### src/hdl/smmd_pkg.sv
// ----------------------------------------------------------------------------
// smmd_pkg
// Types, constants and helpers shared by the rounded multiply-divide block.
// ----------------------------------------------------------------------------
package smmd_pkg;

  localparam int unsigned NumCells = 64;       // one quotient bit per divider cell
  localparam int unsigned BitBudget = 31;
  localparam logic [31:0] QuotMin = 32'h8000_0000;
  localparam logic [31:0] QuotMax = 32'h7FFF_FFFF;

  // One operand set as it arrives on the input channel.
  typedef struct packed {
    logic signed [31:0] scale_factor;
    logic signed [31:0] mult_a;
    logic signed [31:0] mult_b;
    logic signed [31:0] div_a;
    logic signed [31:0] div_b;
  } smmd_op_t;

  // Work item that travels down the divider chain.
  typedef struct packed {
    logic [63:0] rem;    // partial remainder
    logic [63:0] qd;     // dividend bits still to use, quotient bits shifted in
    logic [62:0] den;    // divisor, never negative
    logic        neg;    // result sign
    logic        zero;   // divisor is zero, result saturates
  } smmd_div_t;

  // Number of significant bits of an unsigned value.
  function automatic logic [6:0] bitlen64(input logic [63:0] m);
    logic [6:0] n;
    n = '0;
    for (int i = 0; i < 64; i++) begin
      if (m[i]) begin
        n = 7'(i + 1);
      end
    end
    return n;
  endfunction

endpackage

### src/hdl/smmd_div_cell.sv
// ----------------------------------------------------------------------------
// smmd_div_cell
// One restoring-division step: develops one quotient bit and hands on.
// ----------------------------------------------------------------------------
module smmd_div_cell (
  input  logic                clk_i,
  input  logic                rst_ni,
  input  logic                valid_i,
  output logic                ready_o,
  input  smmd_pkg::smmd_div_t data_i,
  output logic                valid_o,
  input  logic                ready_i,
  output smmd_pkg::smmd_div_t data_o
);
  import smmd_pkg::*;

  logic      valid_q;
  smmd_div_t data_q, data_d;
  logic [63:0] shifted;
  logic        take;

  assign ready_o = !valid_q || ready_i;
  assign valid_o = valid_q;
  assign data_o  = data_q;

  always_comb begin
    shifted = {data_i.rem[62:0], data_i.qd[63]};
    take    = (shifted >= {1'b0, data_i.den});
    data_d  = data_i;
    data_d.rem = take ? shifted - {1'b0, data_i.den} : shifted;
    data_d.qd  = {data_i.qd[62:0], take};
  end

  always_ff @(posedge clk_i or negedge rst_ni) begin
    if (!rst_ni) begin
      valid_q <= 1'b0;
    end else if (ready_o) begin
      valid_q <= valid_i;
    end
  end

  always_ff @(posedge clk_i) begin
    if (ready_o && valid_i) begin
      data_q <= data_d;
    end
  end

endmodule

### config.mk
export PLATFORM = sky130hd
export DESIGN_NAME = smmd_div_cell
export DESIGN_NICKNAME = d
export VERILOG_FILES = /design/src/hdl/smmd_pkg.sv /design/src/hdl/smmd_div_cell.sv
export SDC_FILE = /design/constraint.sdc
export NUM_CORES = 1
export LEC_CHECK = 0
export BUFFER_PORTS_ARGS = -buffer_cell sky130_fd_sc_hd__buf_2
export CELL_PAD_IN_SITES_DETAIL_PLACEMENT = 0
export CELL_PAD_IN_SITES_GLOBAL_PLACEMENT = 1
export CORE_MARGIN = 4
export CORE_UTILIZATION = 35
export CTS_CLUSTER_DIAMETER = 100
export CTS_CLUSTER_SIZE = 10
export DETAILED_ROUTE_END_ITERATION = 12
export PLACE_DENSITY = 0.78
export SLEW_MARGIN = 40
export SYNTH_ARGS = -nofsm -noshare
export SYNTH_HDL_FRONTEND = slang
export SYNTH_SLANG_ARGS = --single-unit
export TNS_END_PERCENT = 100
### constraint.sdc
create_clock -name clk_i -period 5 [get_ports clk_i]
set_clock_uncertainty 0.05 [all_clocks]
set_input_delay 0.25 -clock clk_i [delete_from_list [all_inputs] [get_ports clk_i]]
set_output_delay 0.25 -clock clk_i [all_outputs]
set_load 0.01 [all_outputs]
==> results of run 1 <==
## stage by stage
step           std cells  total power, W  setup WS, ns  hold WS (ns)  util [%]
2_1_floorplan        966         0.00274          1.54       -0.0956         -
3_3_place_gp        1711         0.00309          1.04       -0.0254      43.4
3_5_place_dp        1712         0.00311         0.882       -0.0239      43.4
4_1_cts             1873         0.00461         0.789        0.0166      49.7
5_1_grt             1874         0.00479         0.476        0.0173      49.7
6_report            1875         0.00456         0.806        0.0454      49.7
## path summary, 6_finish.rpt
kind | start | endpoint | slack [ns] | cells after the start
worst max-delay path | data_i[2] | data_o[190] | 0.81 | 15
worst min-delay path | rst_ni | valid_o | 0.05 | 2
max in group asynchronous | rst_ni | valid_o | 4.77 | 2
worst max register to register | valid_o | data_o[163] | 3.29 | 3
min in group clk_i | ready_i | valid_o | 0.05 | 3
worst min register to register | valid_o | valid_o | 0.49 | 2
## cell families after synthesis
family                     Yosys count
DFF                                194
AOI/OAI and AO/OA                  277
muxes                               12
buffers and inverters              114
and+or+nand+nor                    248
xor gates and xnor gates            57
adders and majority gates           64
## power groups by stage
stage               logic (W)  clock network, W  registers, W
floorplan            0.000640                 0       0.00210
global placement      0.00106                 0       0.00203
detailed placement    0.00108                 0       0.00203
CTS                   0.00117           0.00145       0.00199
global route          0.00128           0.00151       0.00200
finish                0.00116           0.00141       0.00199
## layer usage
layer	routed length [µm]	up-vias	global-route usage (%)	part of all wire, %
li1	-	4574	-	-
met1	14700	4385	25.2	44
met2	16500	299	33.8	49
met3	2140	30	4.62	6.3
met4	408	6	5.07	1.2
met5	34	-	0	0.10
## synthesized netlist by cell type, types with 5 or more instances
cell type  count
buf_2         17
o21a_1         9
a31oi_1        5
and2_1         5
xnor2_1       30
and3_1        10
mux2_2         8
edfxtp_1     193
a21oi_1      111
o211ai_1       5
a21o_1        43
nor3_1         6
nand2b_1       7
nor4_1         5
nor2_1        93
o21bai_1      13
nand4_1       30
nand3_1       11
inv_1         72
nand2_1       61
o21ai_0       30
a21oi_2       13
xor2_1        27
ha_1          63
a211oi_1       5
buf_6          7
clkbuf_1      11
## area by class of cell
class / instances / share of cell area (%)
Sequential cell: 194 / 39.0
Clock inverter: 11 / 0.939
Timing Repair Buffer: 527 / 22.4
Multi-Input combinational cell: 658 / 29.6
Inverter: 73 / 1.87
Tap cell: 390 / 3.27
Antenna cell: 2 / 0.0335
Clock buffer: 20 / 2.93
## registers in the layout, summed over array words and instances (netlist names)
register / count
valid_o: 1
data_o: 193
## timing repair
| action | in CTS | in global routing |
|---|---|---|
| endpoints found under the setup margin | 0 | 0 |
| resized for setup | 0 | 0 |
| hold buffers | 130 | 0 |
| endpoints found under the hold margin | 130 | 0 |
## critical path, stage by stage
cell           delay (ns)
dlygate4sd3_1        0.55
buf_2                0.14
ha_1                 0.23
fa_1                 0.41
nor2b_1              0.18
o2111ai_1            0.20
a31oi_1              0.33
o2111ai_1            0.21
a21oi_1              0.42
nor4_1               0.11
or2_1                0.36
inv_6                0.48
nand2_1              0.12
nor4_1               0.27
nor3_2               0.08
==> results.sh, run 1 <==
export IMPL_grt_max_degree=71
export IMPL_fillerInstances=2763
export IMPL_setup_viol=0
export IMPL_drive_gt1_share_pct=31.4
export IMPL_grt_use_total_pct=19.7
export IMPL_fmax_mhz=238
export IMPL_switchingPower_w=0.00135
export IMPL_io_buffers=390
export IMPL_max_slew_margin_pct=57.3
export IMPL_setup_worst_path_start_class="input pin"
export IMPL_layout_commonest_cell="buf_2"
export IMPL_routed_wl_um=33900
export IMPL_ys_ff_latch=194
export IMPL_wl_per_cell_um=18.1
export IMPL_synth_cells=966
export IMPL_drtIter0Drc=520
export IMPL_synthMuxAreaShare_pct=1.27
export IMPL_irDropWorstVdd_v=0.000220
export IMPL_synthFlopType="edfxtp_1"
export IMPL_min_path_type="in -> async"
export IMPL_hold_viol_final=0
export IMPL_syn_area_per_cell_um2=11.1
export IMPL_power_frac_comb_pct=25.5
export IMPL_drc=0
export IMPL_design_core_area_mm2=0.0300
export IMPL_max_cap_violations=0
export IMPL_synth_cell_types=69
export IMPL_pwr_share_clk_pct=30.9
export IMPL_synthArstFlopShare_pct=0.515
export IMPL_placementRows=63
export IMPL_yosys_warnings=0
export IMPL_htreeDepth=4
export IMPL_antenna_found_initial=5
export IMPL_synth_simple_gate_area_share_pct=10.9
export IMPL_period_needed_ns=4.19
export IMPL_min_period_over_period_pct=83.9
export IMPL_cellPowerDensity_mw_per_mm2=306
export IMPL_grt_overflow=0
export IMPL_cts_tree="done"
export IMPL_synth_top_family_by_area="compound AO/OA/AOI/OAI gates"
export IMPL_cts_sinks=194
export IMPL_swShare_pct=29.7
export IMPL_synth_area_mm2=0.0108
export IMPL_final_area_mm2=0.0149
export IMPL_fin_setup_tns_ns=0
export IMPL_leakagePower_nw=6.57
export IMPL_die_w_um=183
export IMPL_ioPinCount=392
export IMPL_syn_to_final_growth_pct=38.6
export IMPL_synth_edf_count=193
export IMPL_endpoint_kind="flip-flop"
export IMPL_seq_area_frac_synth_pct=54.1
export IMPL_clockBufferDepth=2
export IMPL_place_gp_congestion=0.870
export IMPL_path_class="in -> reg"
export IMPL_via_per_inst=4.96
export IMPL_internal_power_w=0.00321
export IMPL_synthTopCellsByArea="edfxtp_1, ha_1, a21oi_1, nor2_1, a21o_1"
export IMPL_synth_nets=1227
export IMPL_grt_pass1_wl_um=52000
export IMPL_outcome="finished clean"
export IMPL_vias=9294
export IMPL_clkTransAtPathRegs_ns=0.08
export IMPL_synth_top_area_share_pct=53.8
export IMPL_clock_latency_ns=0.45
export IMPL_final_cell_mix="buf_2, edfxtp_1, dlygate4sd3_1, a21oi_1, nor2_1"
export IMPL_synth_adder_area_share_pct=7.51
export IMPL_cp_arrival_ns=4.34
export IMPL_hpwl_um=26000
export IMPL_rsz0062_at_grt="no"
export IMPL_finalNetCount=1732
export IMPL_die_area_mm2=0.0336
export IMPL_synthXorXnorAreaFrac_pct=4.64
export IMPL_crit_fanout=70
export IMPL_cts_buffers=17
export IMPL_synth_area_leader_cell="edfxtp_1"
export IMPL_postCtsSetupRepairBufs=0
export IMPL_dr_pass1_iters=5
export IMPL_slew_violations=0
export IMPL_grt_pass1_vias=9587
export IMPL_placed_area_mm2=0.0130
export IMPL_p_seq_share_pct=43.7
export IMPL_start_util_pct=35.9
export IMPL_multi_input_area_mm2=0.00442
export IMPL_antenna_left=0
export IMPL_tightest_slew_ns=0.636
export IMPL_worstPathRequired_ns=5.15
export IMPL_cts_root_buf="clkbuf_16"
export IMPL_synth_compound_area_share_pct=16.7
export IMPL_dieHeight_um=183
export IMPL_register_area_mm2=0.00582
Power figures use the tool's default switching activity.
==> run 2, diff against run 1 <==
ABC_AREA = 1   (was unset)
CORE_UTILIZATION = 37   (was 35)
PLACE_DENSITY = 0.81   (was 0.78)
clock period = 3.95 ns   (was 5 ns; I/O delays follow)
==> run 2 against run 1 <==
  * Combinational power rose by 46%
  * Register-to-register slack worse by 1.3 ns
  * Clock power up 30%
==> results.sh, run 2 <==
export IMPL_r2r_end="data_o[62]"
export IMPL_setup_viol=0
export IMPL_gr_max_usage_layer="met2"
export IMPL_irDropWorstVdd_v=0.000306
export IMPL_reg2reg_from="valid_o"
export IMPL_final_util_pct=52.0
export IMPL_dr_pass1_iters=5
export IMPL_synth_top_area_share_pct=44.5
export IMPL_max_slew_margin_pct=53.9
export IMPL_whs_path_depth=3
export IMPL_crit_slowest_cell="dlygate4sd3_1"
export IMPL_drc=0
export IMPL_max_cap_violations=0
export IMPL_htreeDepth=4
export IMPL_clkTransAtPathRegs_ns=0.08
export IMPL_reg2reg_depth=2
export IMPL_place_ws_ns=1.15
export IMPL_dieHeight_um=196
export IMPL_rrSetupSlack_ns=1.98
export IMPL_holdPathEnd="data_o[172]"
export IMPL_placementRows=68
export IMPL_grt_pass1_vias=13000
export IMPL_grt_use_met3_pct=4.50
export IMPL_synth_cells=1779
export IMPL_crit_path_max_incr_delay_ns=0.53
export IMPL_worstPathRequired_ns=4.11
export IMPL_start_util_pct=37.6
export IMPL_cts_root_buf="clkbuf_16"
export IMPL_hold_viol_final=0
export IMPL_largest_reg_flops=193
export IMPL_syn_area_per_cell_um2=7.32
export IMPL_finalNetCount=2631
export IMPL_die_w_um=196
export IMPL_cellPowerDensity_mw_per_mm2=335
export IMPL_placed_area_mm2=0.0155
export IMPL_clockBufferDepth=2
export IMPL_yosys_warnings=0
export IMPL_endpoint_kind="flip-flop"
export IMPL_antenna_left=0
export IMPL_postCtsSetupRepairBufs=0
export IMPL_ioPinCount=392
export IMPL_tightest_slew_ns=0.691
export IMPL_synth_cell_types=33
export IMPL_grt_max_degree=88
export IMPL_grt_use_total_pct=24.9
export IMPL_grt_overflow=0
export IMPL_vias=12800
export IMPL_synthArstFlopShare_pct=0.515
export IMPL_final_area_mm2=0.0180
export IMPL_wl_per_cell_um=17.1
export IMPL_place_gp_congestion=0.942
export IMPL_die_area_mm2=0.0383
export IMPL_min_period_over_period_pct=73.1
export IMPL_crit_path_cell_trace="dlygate4sd3_1, buf_2, ha_1, fa_1, inv_1, nand3_1, nand2_4, nand2_1, nand2_1, nand2_1, nand2_1, nand2_1, nand2_1, nand2_1, nand2_1, nand2_1, nand3_1, nand2_1"
export IMPL_ys_ff_latch=194
export IMPL_cts_buffers=17
export IMPL_synth_nets=2040
export IMPL_setup_ws_ns=1.06
export IMPL_hpwl_um=38200
export IMPL_grt_pass1_wl_um=74000
export IMPL_fmax_mhz=346
export IMPL_synthFlopType="edfxtp_1"
export IMPL_antenna_found_initial=2
export IMPL_hold_path_startpoint="data_i[171]"
export IMPL_routed_wl_um=48600
export IMPL_final_cell_mix="nand2_1, inv_1, buf_2, edfxtp_1, dlygate4sd3_1"
export IMPL_synthTopCellsByArea="edfxtp_1, nand2_1, inv_1, ha_1, nor2_1"
export IMPL_yosys_top_cells_count="nand2_1, inv_1, edfxtp_1, nor2_1, nand3_1"
export IMPL_layout_commonest_cell="nand2_1"
export IMPL_grt_met2_usage_pct=41.9
export IMPL_seq_area_frac_synth_pct=44.7
export IMPL_leakagePower_nw=9.79
export IMPL_clock_latency_ns=0.45
export IMPL_drive_gt1_share_pct=20.2
export IMPL_cts_hold_buffers=191
export IMPL_via_per_inst=4.51
export IMPL_period_needed_ns=2.89
export IMPL_cts_resized=0
export IMPL_cts_tree="done"
export IMPL_slew_violations=0
export IMPL_path_class="in -> reg"
export IMPL_synth_most_common_cell="nand2_1"
export IMPL_outcome="finished clean"
export IMPL_drtIter0Drc=770
export IMPL_cts_sinks=194
export IMPL_hold_ws_ns=0.0278
export IMPL_crit_top_cell="nand2_1"
export IMPL_rsz0062_at_grt="no"
export IMPL_power_total_w=0.00603
export IMPL_synth_area_leader_cell="edfxtp_1"
export IMPL_cp_arrival_ns=3.04
export IMPL_syn_to_final_growth_pct=38.4
export IMPL_min_path_type="in -> reg"
export IMPL_setup_worst_path_start_class="input pin"
export IMPL_use_met1_pct=32.8
export IMPL_design_core_area_mm2=0.0346
export IMPL_synth_edf_count=193
export IMPL_crit_fanout=4
export IMPL_io_buffers=390
export IMPL_synth_area_mm2=0.0130
## run 2: logic make-up (layout without fill, tap and decap cells)
group,after synthesis,count (layout),synth area share [%]
xor+xnor,31,31,2.09
flops,194,194,44.7
compound gates,51,51,2.01
simple gates,1013,1013,32.1
buf+inv,426,1030,12.9
other cells,0,1,0
fa+ha+maj,64,64,6.21
## run 2: layout make-up
class	instances	area, µm²
sequential	194	5820
antenna	1	2.50
inverter	413	1550
clock inverter	13	158
multi-input combinational	1159	5530
timing repair buffer	585	3930
tap	455	569
fill	3383	16600
clock buffer	19	453
## run 2: through the flow
stage,setup TNS [ns],instances
finish,0,2839
global route,0,2839
CTS,0,2838
detailed placement,0,2615
global placement,0,2615
floorplan,-30.58,1779
## run 2: metal layers
metal | share of wire [%] | up-vias
li1 | - | 6607
met1 | 45 | 5774
met2 | 47 | 374
met3 | 6.0 | 56
met4 | 2.6 | 2
met5 | 0.025 | -
## run 2: how the worst max path moves through the flow
| stage | end | from | slack (ns) |
|---|---|---|---|
| finish | data_o[191] | data_i[2] | 1.06 |
| global route | data_o[151] | data_i[35] | 0.82 |
| CTS | data_o[192] | data_i[36] | 1.06 |
| detailed placement | data_o[191] | data_i[2] | 1.15 |
| global placement | data_o[192] | data_i[187] | 1.16 |
| floorplan | data_o[0] | valid_o | -0.16 |
## run 2: where the power goes
group          total [W]  switching, W  leakage [nW]  internal [W]
combinational    0.00169       0.00105          7.64      0.000635
sequential       0.00250     0.0000383          1.85       0.00246
clock            0.00184      0.000895         0.302      0.000945
## run 2: worst max-delay path, delay by kind of cell
kind | cells | cell delay, ns
buf+inv | 3 | 0.77
fa+ha+maj | 2 | 0.64
simple gates | 13 | 1.44
==> run 3, diff against run 2 <==
ABC_AREA = 0   (was 1)
CORE_UTILIZATION = 35   (was 37)
PLACE_DENSITY = 0.78   (was 0.81)
clock period = 2.6 ns   (was 3.95 ns; I/O delays follow)
==> run 3 against run 2 <==
  * Clock-buffer cell count fell by 1
  * Worst hold slack got worse by 0.024 ns
  * First-iteration DRC count shrank 24%
  * Utilization up 8.9 points
  * Routed wire length fell by 22%
  * Combinational power up 86%
  * Critical endpoint is now data_o[186]
  * Largest power group unchanged
==> results.sh, run 3 (same netlist as run 1, synthesis figures left out) <==
export IMPL_final_util_pct=61.0
export IMPL_drive_gt1_share_pct=47.2
export IMPL_fmax_mhz=397
export IMPL_hold_viol_final=0
export IMPL_min_path_type="in -> reg"
export IMPL_period_needed_ns=2.52
export IMPL_crit_fanout=5
export IMPL_layout_commonest_cell="buf_2"
export IMPL_max_slew_margin_pct=70.8
export IMPL_cts_sinks=194
export IMPL_max_cap_violations=0
export IMPL_drc=0
export IMPL_drtIter0Drc=586
export IMPL_design_core_area_mm2=0.0300
export IMPL_path_class="in -> reg"
export IMPL_cts_root_buf="clkbuf_16"
export IMPL_leakagePower_nw=8.28
export IMPL_crit_slowest_cell="o31a_1"
export IMPL_rsz0062_at_grt="yes"
export IMPL_clock_latency_ns=0.44
export IMPL_wl_per_cell_um=17.0
export IMPL_cellPowerDensity_mw_per_mm2=526
export IMPL_dr_pass1_iters=4
export IMPL_htreeDepth=4
export IMPL_clockBufferDepth=2
export IMPL_irDropWorstVdd_v=0.000436
export IMPL_setup_worst_path_start_class="input pin"
export IMPL_die_area_mm2=0.0336
export IMPL_antenna_left=0
export IMPL_io_buffers=390
export IMPL_die_w_um=183
export IMPL_ioPinCount=392
export IMPL_cts_buffers=17
export IMPL_crit_path_cell_trace="buf_2, inv_2, ha_4, nand4_1, nor3_2, nand4_1, and2_1, o31a_1, o21ai_2, a31oi_2, o31a_1, o211a_1, a311oi_2"
export IMPL_endpoint_kind="flip-flop"
export IMPL_clkTransAtPathRegs_ns=0.08
export IMPL_grt_overflow=0
export IMPL_grt_pass1_wl_um=57300
export IMPL_worstPathRequired_ns=2.83
export IMPL_dieHeight_um=183
export IMPL_grt_use_total_pct=21.5
export IMPL_cts_tree="done"
export IMPL_setup_viol=0
export IMPL_placed_area_mm2=0.0153
export IMPL_antenna_cells=0
export IMPL_grt_pass1_vias=10900
export IMPL_hpwl_um=28700
export IMPL_vias=10500
export IMPL_cp_arrival_ns=2.75
export IMPL_tightest_slew_ns=0.436
export IMPL_antenna_found_initial=5
export IMPL_via_per_inst=4.75
export IMPL_slew_violations=0
export IMPL_largest_reg_flops=193
export IMPL_routed_wl_um=37700
export IMPL_outcome="finished clean"
export IMPL_final_cell_mix="buf_2, buf_4, edfxtp_1, dlygate4sd3_1, nor2_1"
export IMPL_start_util_pct=35.9
export IMPL_placementRows=63
export IMPL_rrSetupSlack_ns=0.93
export IMPL_crit_path_max_incr_delay_ns=0.43
export IMPL_crit_buf_inv=2
export IMPL_min_period_over_period_pct=96.8
export IMPL_grt_max_degree=60
export IMPL_place_gp_congestion=0.870
export IMPL_final_area_mm2=0.0183
export IMPL_crit_family="compound AO/OA/AOI/OAI gates"
export IMPL_syn_to_final_growth_pct=70.0
export IMPL_finalNetCount=2069
[run 3: cell types whose count changed in the layout (fill, tap and decap cells not counted), sizes merged, moves of 13 or more]
cell / before / now
buf: 394 / 686
xnor2: 1 / 30
o21bai: 0 / 13
dlygate4sd3: 191 / 178
inv: 421 / 78
o21ai: 7 / 35
nand2: 767 / 61
a21o: 1 / 44
nor2: 119 / 93
nand3: 94 / 11
a21oi: 43 / 124
[run 3: worst register-to-register path, delay by kind of cell (launching register included)]
kind | cells | cell delay (ns)
flops | 1 | 0.38
buf+inv | 1 | 0.33
simple gates | 2 | 0.52
[run 3: power by group]
group	internal (W)	total [W]	switching, W
sequential	0.00377	0.00384	0.0000645
clock	0.00135	0.00264	0.00129
combinational	0.00162	0.00315	0.00153
total	0.00674	0.00962	0.00288
[run 3: path summary, 6_finish.rpt]
path                             startpoint  cells after the start          end
worst max register to register      valid_o                      3   data_o[30]
worst min register to register      valid_o                      2   data_o[84]
min in group asynchronous            rst_ni                      3      valid_o
max in group asynchronous            rst_ni                      3      valid_o
worst max-delay path             data_i[19]                     13  data_o[186]
worst min-delay path            data_i[128]                      3  data_o[129]
[run 3: metrics by stage]
step	setup WS, ns	hold WS [ns]	setup TNS (ns)	std cells	total power, W
after floorplan	-0.155	-0.216	-5.85	966	0.00539
after global placement	-0.579	-0.145	-32.59	1986	0.00660
after detailed placement	-0.634	-0.142	-36.05	1986	0.00664
after CTS	0.000721	0.00276	0	2196	0.00951
after global routing	-0.0204	0.0229	-0.0681	2211	0.0101
final	0.0829	0.00430	0	2211	0.00962
[run 3: layout make-up]
| class | instances | area [µm²] |
|---|---|---|
| Timing Repair Buffer | 864 | 6070 |
| Fill cell | 2532 | 11700 |
| Sequential cell | 194 | 5820 |
| Clock inverter | 14 | 150 |
| Multi-Input combinational cell | 658 | 5060 |
| Inverter | 73 | 292 |
| Tap cell | 390 | 488 |
| Clock buffer | 18 | 429 |
[run 3: what timing repair did]
| item | CTS | global route |
|---|---|---|
| endpoints found under the hold margin | 176 | 0 |
| gates cloned | 0 | 0 |
| buffers inserted | 1 | 15 |
| endpoints found under the setup margin | 61 | 64 |
| hold buffers | 178 | 0 |
| resized for setup | 9 | 87 |
| pin swaps | 9 | 41 |
[run 3: per-layer routing]
metal / track usage, % / up-vias / part of all wire [%]
li1: - / 5230 / -
met1: 27.2 / 4921 / 43
met2: 36.5 / 291 / 48
met3: 5.04 / 59 / 5.9
met4: 6.59 / 10 / 2.4
met5: 0 / - / 0.16
